$ cat src/rtl/nrwf_pkg.sv
// nrwf_pkg: shared types and constants for the nonce replay window filter
// no dependencies; imported by nrwf_window and nonce_replay_window_filter_unit
package nrwf_pkg;

    localparam int unsigned BITS_PER_BYTE = 8;
    localparam int unsigned NONCE_W       = 32;
    localparam int unsigned VERDICT_W     = 2;

    // result codes for one request
    typedef enum logic [VERDICT_W-1:0] {
        VERDICT_ACCEPT    = 2'd0,
        VERDICT_TOO_OLD   = 2'd1,
        VERDICT_DUPLICATE = 2'd2,
        VERDICT_AUTH_FAIL = 2'd3
    } t_verdict;

endpackage

$ cat src/rtl/nrwf_window.sv
// nrwf_window: highest-seen register, seen bitmap, replay check and update
// depends on nrwf_pkg
module nrwf_window #(
    parameter int unsigned WINDOW_BYTES = 16
) (
    input  logic                             i_clk,
    input  logic                             i_rst_n,
    input  logic                             i_fire,
    input  logic [nrwf_pkg::NONCE_W-1:0]     i_nonce,
    input  logic                             i_auth_ok,
    output nrwf_pkg::t_verdict               o_verdict
);
    import nrwf_pkg::*;

    localparam int unsigned WIN_BITS = WINDOW_BYTES * BITS_PER_BYTE;
    localparam int unsigned IDX_W    = $clog2(WIN_BITS);

    logic [NONCE_W-1:0]  r_highest;
    logic [NONCE_W-1:0]  n_highest;
    logic [WIN_BITS-1:0] r_bitmap;
    logic [WIN_BITS-1:0] n_bitmap;

    logic [NONCE_W:0]    offset;   // highest minus nonce, msb is the borrow
    logic [NONCE_W:0]    jump;     // nonce minus highest
    logic                is_older;
    logic                in_window;
    logic                newer;
    logic                bit_hit;
    t_verdict            verdict;

    // distance between the request and the window head
    always_comb begin
        offset    = {1'b0, r_highest} - {1'b0, i_nonce};
        jump      = {1'b0, i_nonce} - {1'b0, r_highest};
        is_older  = ~offset[NONCE_W];
        newer     = offset[NONCE_W];
        in_window = is_older && (offset < (NONCE_W+1)'(WIN_BITS));
        bit_hit   = in_window && r_bitmap[offset[IDX_W-1:0]];
    end

    // verdict and next window state
    always_comb begin
        n_highest = r_highest;
        n_bitmap  = r_bitmap;
        if (is_older && !in_window) begin
            verdict = VERDICT_TOO_OLD;
        end else if (bit_hit) begin
            verdict = VERDICT_DUPLICATE;
        end else if (!i_auth_ok) begin
            verdict = VERDICT_AUTH_FAIL;
        end else begin
            verdict = VERDICT_ACCEPT;
            if (newer) begin
                // age the marks by the jump, or drop them all on a large jump
                if (jump >= (NONCE_W+1)'(WIN_BITS)) begin
                    n_bitmap = '0;
                end else begin
                    n_bitmap = r_bitmap << jump[IDX_W-1:0];
                end
                n_bitmap[0] = 1'b1;
                n_highest   = i_nonce;
            end else begin
                n_bitmap[offset[IDX_W-1:0]] = 1'b1;
            end
        end
    end

    assign o_verdict = verdict;

    // window state registers
    always_ff @(posedge i_clk) begin
        if (!i_rst_n) begin
            r_highest <= '0;
            r_bitmap  <= '0;
        end else if (i_fire) begin
            r_highest <= n_highest;
            r_bitmap  <= n_bitmap;
        end
    end

    // rejected requests leave the window alone
    a_reject_keeps_state: assert property (@(posedge i_clk) disable iff (!i_rst_n)
        (i_fire && verdict != VERDICT_ACCEPT) |=> ($stable(r_bitmap) && $stable(r_highest)))
        else $error("window changed on a rejected request");

    // a newer accepted nonce becomes the head and is marked
    a_newer_marks_head: assert property (@(posedge i_clk) disable iff (!i_rst_n)
        (i_fire && verdict == VERDICT_ACCEPT && newer)
            |=> (r_bitmap[0] && r_highest == $past(i_nonce)))
        else $error("newer nonce not installed as head");

    // the head never moves backwards
    a_head_monotonic: assert property (@(posedge i_clk) disable iff (!i_rst_n)
        i_fire |=> (r_highest >= $past(r_highest)))
        else $error("highest nonce decreased");

endmodule

$ cat src/rtl/nonce_replay_window_filter_unit.sv
// Path: an accepted request passes the input register, then the result register, to o_out_valid.
// Throughput: one request per cycle unless the output stalls; the window check is combinational.
// Stall on the output side reaches the input through the held input register.
// Reset (i_rst_n low, synchronous): highest nonce 0, bitmap empty, both stages empty.
// Depends on nrwf_pkg and nrwf_window.
module nonce_replay_window_filter_unit #(
    parameter int unsigned WINDOW_BYTES = 16
) (
    input  logic                               i_clk,
    input  logic                               i_rst_n,
    input  logic                               i_in_valid,
    output logic                               o_in_stall,
    input  logic [nrwf_pkg::NONCE_W-1:0]       i_nonce,
    input  logic                               i_auth_ok,
    output logic                               o_out_valid,
    input  logic                               i_out_stall,
    output logic [nrwf_pkg::VERDICT_W-1:0]     o_verdict
);
    import nrwf_pkg::*;

    logic                r_in_vld;
    logic [NONCE_W-1:0]  r_nonce;
    logic                r_auth_ok;
    logic                r_out_vld;
    t_verdict            r_verdict;
    t_verdict            verdict;
    logic                advance;
    logic                in_accept;

    // handshake control
    assign advance    = r_in_vld && (!r_out_vld || !i_out_stall);
    assign o_in_stall = r_in_vld && !advance;
    assign in_accept  = i_in_valid && !o_in_stall;

    // input register
    always_ff @(posedge i_clk) begin
        if (!i_rst_n) begin
            r_in_vld <= 1'b0;
        end else if (in_accept) begin
            r_in_vld <= 1'b1;
        end else if (advance) begin
            r_in_vld <= 1'b0;
        end
    end

    always_ff @(posedge i_clk) begin
        if (in_accept) begin
            r_nonce   <= i_nonce;
            r_auth_ok <= i_auth_ok;
        end
    end

    // replay check and window update
    nrwf_window #(
        .WINDOW_BYTES (WINDOW_BYTES)
    ) u_window (
        .i_clk     (i_clk),
        .i_rst_n   (i_rst_n),
        .i_fire    (advance),
        .i_nonce   (r_nonce),
        .i_auth_ok (r_auth_ok),
        .o_verdict (verdict)
    );

    // result register
    always_ff @(posedge i_clk) begin
        if (!i_rst_n) begin
            r_out_vld <= 1'b0;
        end else if (advance) begin
            r_out_vld <= 1'b1;
        end else if (!i_out_stall) begin
            r_out_vld <= 1'b0;
        end
    end

    always_ff @(posedge i_clk) begin
        if (advance) begin
            r_verdict <= verdict;
        end
    end

    assign o_out_valid = r_out_vld;
    assign o_verdict   = r_verdict;

    // a held request always produces a result in the next cycle once it moves
    a_advance_fills_out: assert property (@(posedge i_clk) disable iff (!i_rst_n)
        advance |=> r_out_vld)
        else $error("result lost after advance");

    // input stage only stalls while it holds a request
    a_stall_needs_item: assert property (@(posedge i_clk) disable iff (!i_rst_n)
        o_in_stall |-> (r_in_vld && r_out_vld && i_out_stall))
        else $error("input stalled without a blocked request");

    // a held request stays put while blocked
    a_hold_request: assert property (@(posedge i_clk) disable iff (!i_rst_n)
        (r_in_vld && !advance) |=> (r_in_vld && $stable(r_nonce) && $stable(r_auth_ok)))
        else $error("blocked request changed");

endmodule

$ cat config.mk
export PLATFORM = sky130hd
export DESIGN_NAME = nonce_replay_window_filter_unit
export DESIGN_NICKNAME = d
export VERILOG_FILES = /design/src/rtl/nrwf_pkg.sv /design/src/rtl/nrwf_window.sv /design/src/rtl/nonce_replay_window_filter_unit.sv
export SDC_FILE = /design/constraint.sdc
export NUM_CORES = 1
export LEC_CHECK = 0
export BUFFER_PORTS_ARGS = -buffer_cell sky130_fd_sc_hd__buf_2
export CAP_MARGIN = 20
export CORE_ASPECT_RATIO = 0.6
export CORE_MARGIN = 1.5
export CORE_UTILIZATION = 45
export CTS_CLUSTER_DIAMETER = 50
export DETAILED_ROUTE_END_ITERATION = 10
export SLEW_MARGIN = 20
export SYNTH_ARGS = -nofsm -noshare
export SYNTH_HDL_FRONTEND = slang
export SYNTH_SLANG_ARGS = --single-unit
$ cat constraint.sdc
create_clock -name i_clk -period 7.95 [get_ports i_clk]
set_input_delay 1.59 -clock i_clk [delete_from_list [all_inputs] [get_ports i_clk]]
set_output_delay 1.59 -clock i_clk [all_outputs]
set_load 0.01 [all_outputs]
==> results.txt <==
----------------------------------------------------
[Timing]
  Final Hold Violating Endpoints ... 0
  Worst slew pin tran ... 1.240 ns
  Clock skew ... 0.02273 ns
  Total Negative Setup Slacks ... 0 ns
  Final count of pins violating max slew ... 0
  Unrepaired setup endpoints after global routing ... no
  Shortest period the worst path allows ... 6.369 ns
  Final period utilization ... 0.8011
  Count of endpoints failing setup in the final report ... 0
  Upper clock frequency limit ... 0.1570 GHz
  Worst-case headroom to the max-slew limit ... 0.1687

[Logic synthesis]
  Synthesized area divided by synthesized cell count ... 7.561 um^2
  Number of nets in the synthesized netlist ... 3123
  Synthesis-stage register bit count ... 197
  YS warnings ... 0
  Netlist area before placement ... 0.02283 mm^2
  Flip-flop cell with the highest count after synthesis ... sky130_fd_sc_hd__dfxtp_1
  Post-synth top area share ... 0.1489
  Synthesized instance count ... 3020
  Synth async-reset ratio ... 0
  Post-synth EDFFs ... 35
  Top post-synthesis cells by area ... sky130_fd_sc_hd__mux4_2 (15%), sky130_fd_sc_hd__dfxtp_1 (14%), sky130_fd_sc_hd__mux2i_1 (8.9%)
  Yosys cell types ... 88
  Sequential area share after synthesis ... 0.1881
  Cell taking the most area after synthesis ... sky130_fd_sc_hd__mux4_2

[Pwr]
  Part of the power in registers ... 0.265
  Pwr/cell area ... 172.4 mW/mm^2
  Clock network power share ... 0.230
  Switching component of the power ... 2072 uW
  Comb power frac ... 0.505
  Total internal power ... 2099 uW
  Largest vdd supply drop ... 0.1988 mV
  Static Leak ... 0.008691 uW
  Switch share ... 0.4968

[Finish]
  Synthesis-to-finish area growth ... 5.967%
  Number of standard cells in the layout, taps in and fillers out ... 3583
  Fraction of final layout cells with drive strength greater than 1 ... 0.1250
  Layout net count ... 2985

[Global route]
  Global route overflow ... 0
  Via count of the first global-routing pass ... 21760
  Largest net degree at the start of global routing ... 194
  All-layer global routing usage ... 0.4324
  Global-route wire length before repair ... 160900 um
  Initial antenna violation count ... 1

[Placed design]
  Cell total after placement ... 3542
  DPL Wire Length ... 87510 um
  Port bufs ... 40
  Placer's final routability congestion estimate ... 1.107

[Route]
  Total number of vias ... 25420
  Residual DRC ... 0
  Routed Wire Length ... 114800 um
  Number of iterations in the first detailed-routing pass ... 9
  Wire length per cell ... 32.05 um
  Detailed-route vias per instance ... 7.094
  Post-route ant nets ... 0
  Iteration-0 DRC Markers ... 4803

[Clocking]
  Clock slew at reported path FFs ... 0.10 ns
  Insertion delay of the later-clocked pin in the worst-skew pair ... 0.51 ns
  CTS max path bufs ... 2
  Cts repair resizes ... 0
  Post-CTS Setup Inserts ... 0
  Total CTS buffers ... 17
  H-tree Lvls ... 4
  Clock root buffer ... sky130_fd_sc_hd__clkbuf_16
  Cts-stage hold buffer count ... 0
  Number of clock sinks seen by CTS ... 197
  Clock tree from TritonCTS ... built

[Die]
  Row count ... 63
  Initial Utilization ... 0.4591
  Area of the placeable core ... 0.04974 mm^2
  Horizontal extent of the die ... 293.8 um
  Top-Level Pins ... 41
  Height of the die ... 177.5 um
  Die ar. ... 0.05215 mm^2

[Setup path]
  Critical path class ... reg2reg
  Kind of launch point of the worst setup path ... flop
  Worst-path fanout max ... 45
  Critical Path End Type ... flop
  Required time worst endpoint ... 8.40 ns
  CP Data Arrival Time ... 6.82 ns

[Run]
  Max-cap viol count ... 0

[Min path]
  Path class of the lowest-slack min-delay path ... reg2reg

[Run status]
  Run status ... complete, no violations

----------------------------------------------------
==> power groups by stage <==
stage	registers (uW)	clock network [uW]	logic [uW]
floorplan	1110	0	1220
global placement	1120	0	1950
detailed placement	1120	0	1940
CTS	1100	963	1950
global route	1110	995	2130
finish	1100	960	2110
==> synthesized netlist by cell type, drive strengths merged, types with 16 or more instances <==
master,count
inv,131
edfxtp,35
nand4,23
nor2,358
a21oi,304
o21ai,315
a22oi,21
o211ai,32
xnor2,21
or3,19
a211oi,52
o22ai,24
nand2,430
buf,111
a21o,16
o21a,48
mux2i,203
dfxtp,162
mux4,151
a31oi,37
ha,64
clkbuf,144
nand3,42
nor3,31
mux2,33
==> through the flow <==
stage / total power, uW / setup slack (ns) / area [um^2] / utilization / hold slack, ns
finish: 4171 / 1.581 / 24200 / 0.4865 / 0.4781
global placement: 3065 / 1.932 / 23520 / 0.4729 / 0.4618
CTS: 4011 / 1.786 / 24110 / 0.4848 / 0.4814
floorplan: 2322 / 3.976 / 22830 / - / 0.4457
global route: 4232 / 1.492 / 24180 / 0.4862 / 0.4974
detailed placement: 3065 / 1.821 / 23530 / 0.4730 / 0.4692
==> logic make-up after synthesis <==
kind of cell	Yosys count	share of synthesized area
mux	387	0.2542
compound gates	972	0.2585
fa+ha+maj	66	0.03682
xor+xnor	34	0.01337
buf+inv	386	0.06882
simple gates	978	0.1803
flops	197	0.1881
==> state kept, by name (all words and copies together), names as in the netlist <==
register and count:
o_out_valid 1, o_verdict 2, r_auth_ok 1, r_in_vld 1
r_nonce 32, u_window.r_bitmap 128, u_window.r_highest 32
==> cell usage in the layout (no fill, tap or decap), types with 15 or more instances in the layout <==
master,n
sky130_fd_sc_hd__nand3_1,41
sky130_fd_sc_hd__o211ai_1,32
sky130_fd_sc_hd__a21o_1,15
sky130_fd_sc_hd__o22ai_1,23
sky130_fd_sc_hd__o21ai_0,255
sky130_fd_sc_hd__buf_2,39
sky130_fd_sc_hd__a21oi_1,302
sky130_fd_sc_hd__mux2i_1,203
sky130_fd_sc_hd__nor3_1,29
sky130_fd_sc_hd__edfxtp_1,35
sky130_fd_sc_hd__or3_1,19
sky130_fd_sc_hd__o21a_1,48
sky130_fd_sc_hd__xnor2_1,15
sky130_fd_sc_hd__nor2_1,355
sky130_fd_sc_hd__buf_4,50
sky130_fd_sc_hd__a22oi_1,21
sky130_fd_sc_hd__nand2_1,430
sky130_fd_sc_hd__o21ai_1,58
sky130_fd_sc_hd__ha_1,63
sky130_fd_sc_hd__nand4_1,23
sky130_fd_sc_hd__dfxtp_1,162
sky130_fd_sc_hd__o21bai_1,15
sky130_fd_sc_hd__a211oi_1,51
sky130_fd_sc_hd__clkbuf_16,17
sky130_fd_sc_hd__a31oi_1,34
sky130_fd_sc_hd__mux4_2,151
sky130_fd_sc_hd__mux2_2,33
sky130_fd_sc_hd__inv_1,131
==> critical path, stage by stage (launching register included) <==
cell                       delay, ns
sky130_fd_sc_hd__edfxtp_1       0.43
sky130_fd_sc_hd__inv_1          0.12
sky130_fd_sc_hd__ha_4           0.14
sky130_fd_sc_hd__inv_1          0.04
sky130_fd_sc_hd__fa_4           0.50
sky130_fd_sc_hd__a21o_1         0.20
sky130_fd_sc_hd__a221o_1        0.54
sky130_fd_sc_hd__a32o_1         0.40
sky130_fd_sc_hd__o22ai_2        0.35
sky130_fd_sc_hd__o31ai_1        0.18
sky130_fd_sc_hd__a221oi_2       0.29
sky130_fd_sc_hd__xor2_1         0.70
sky130_fd_sc_hd__nand3_4        0.71
sky130_fd_sc_hd__nor2_2         1.11
sky130_fd_sc_hd__o211ai_1       0.33
sky130_fd_sc_hd__a31oi_1        0.24
==> path summary, 6_finish.rpt <==
path,to,startpoint,cells after the start,slack (ns)
hold reg to reg,u_window.r_highest[13],u_window.r_highest[13],2,0.48
setup reg to reg,u_window.r_bitmap[62],r_nonce[0],15,1.58
hold / removal,u_window.r_highest[13],u_window.r_highest[13],2,0.48
setup / recovery,u_window.r_bitmap[62],r_nonce[0],15,1.58
==> layout make-up <==
cell class | count | area [um^2]
timing repair buffer | 98 | 738.2
inverter | 131 | 491.7
antenna | 6 | 15.01
clock buffer | 18 | 439.2
multi-input combinational | 2437 | 17220
tap | 682 | 853.3
clock inverter | 14 | 143.9
fill | 4932 | 25540
sequential | 197 | 4294
==> layer usage <==
| metal | GRT usage | routed length, um | vias up |
|---|---|---|---|
| met3 | 0.2626 | 22970 | 140 |
| met4 | 0.08613 | 2008 | 2 |
| met2 | 0.4715 | 38010 | 2107 |
| met1 | 0.6700 | 51830 | 12360 |
| li1 | - | - | 10810 |
| met5 | 0 | 13 | - |
No activity file was read; power rests on OpenSTA's default activity.
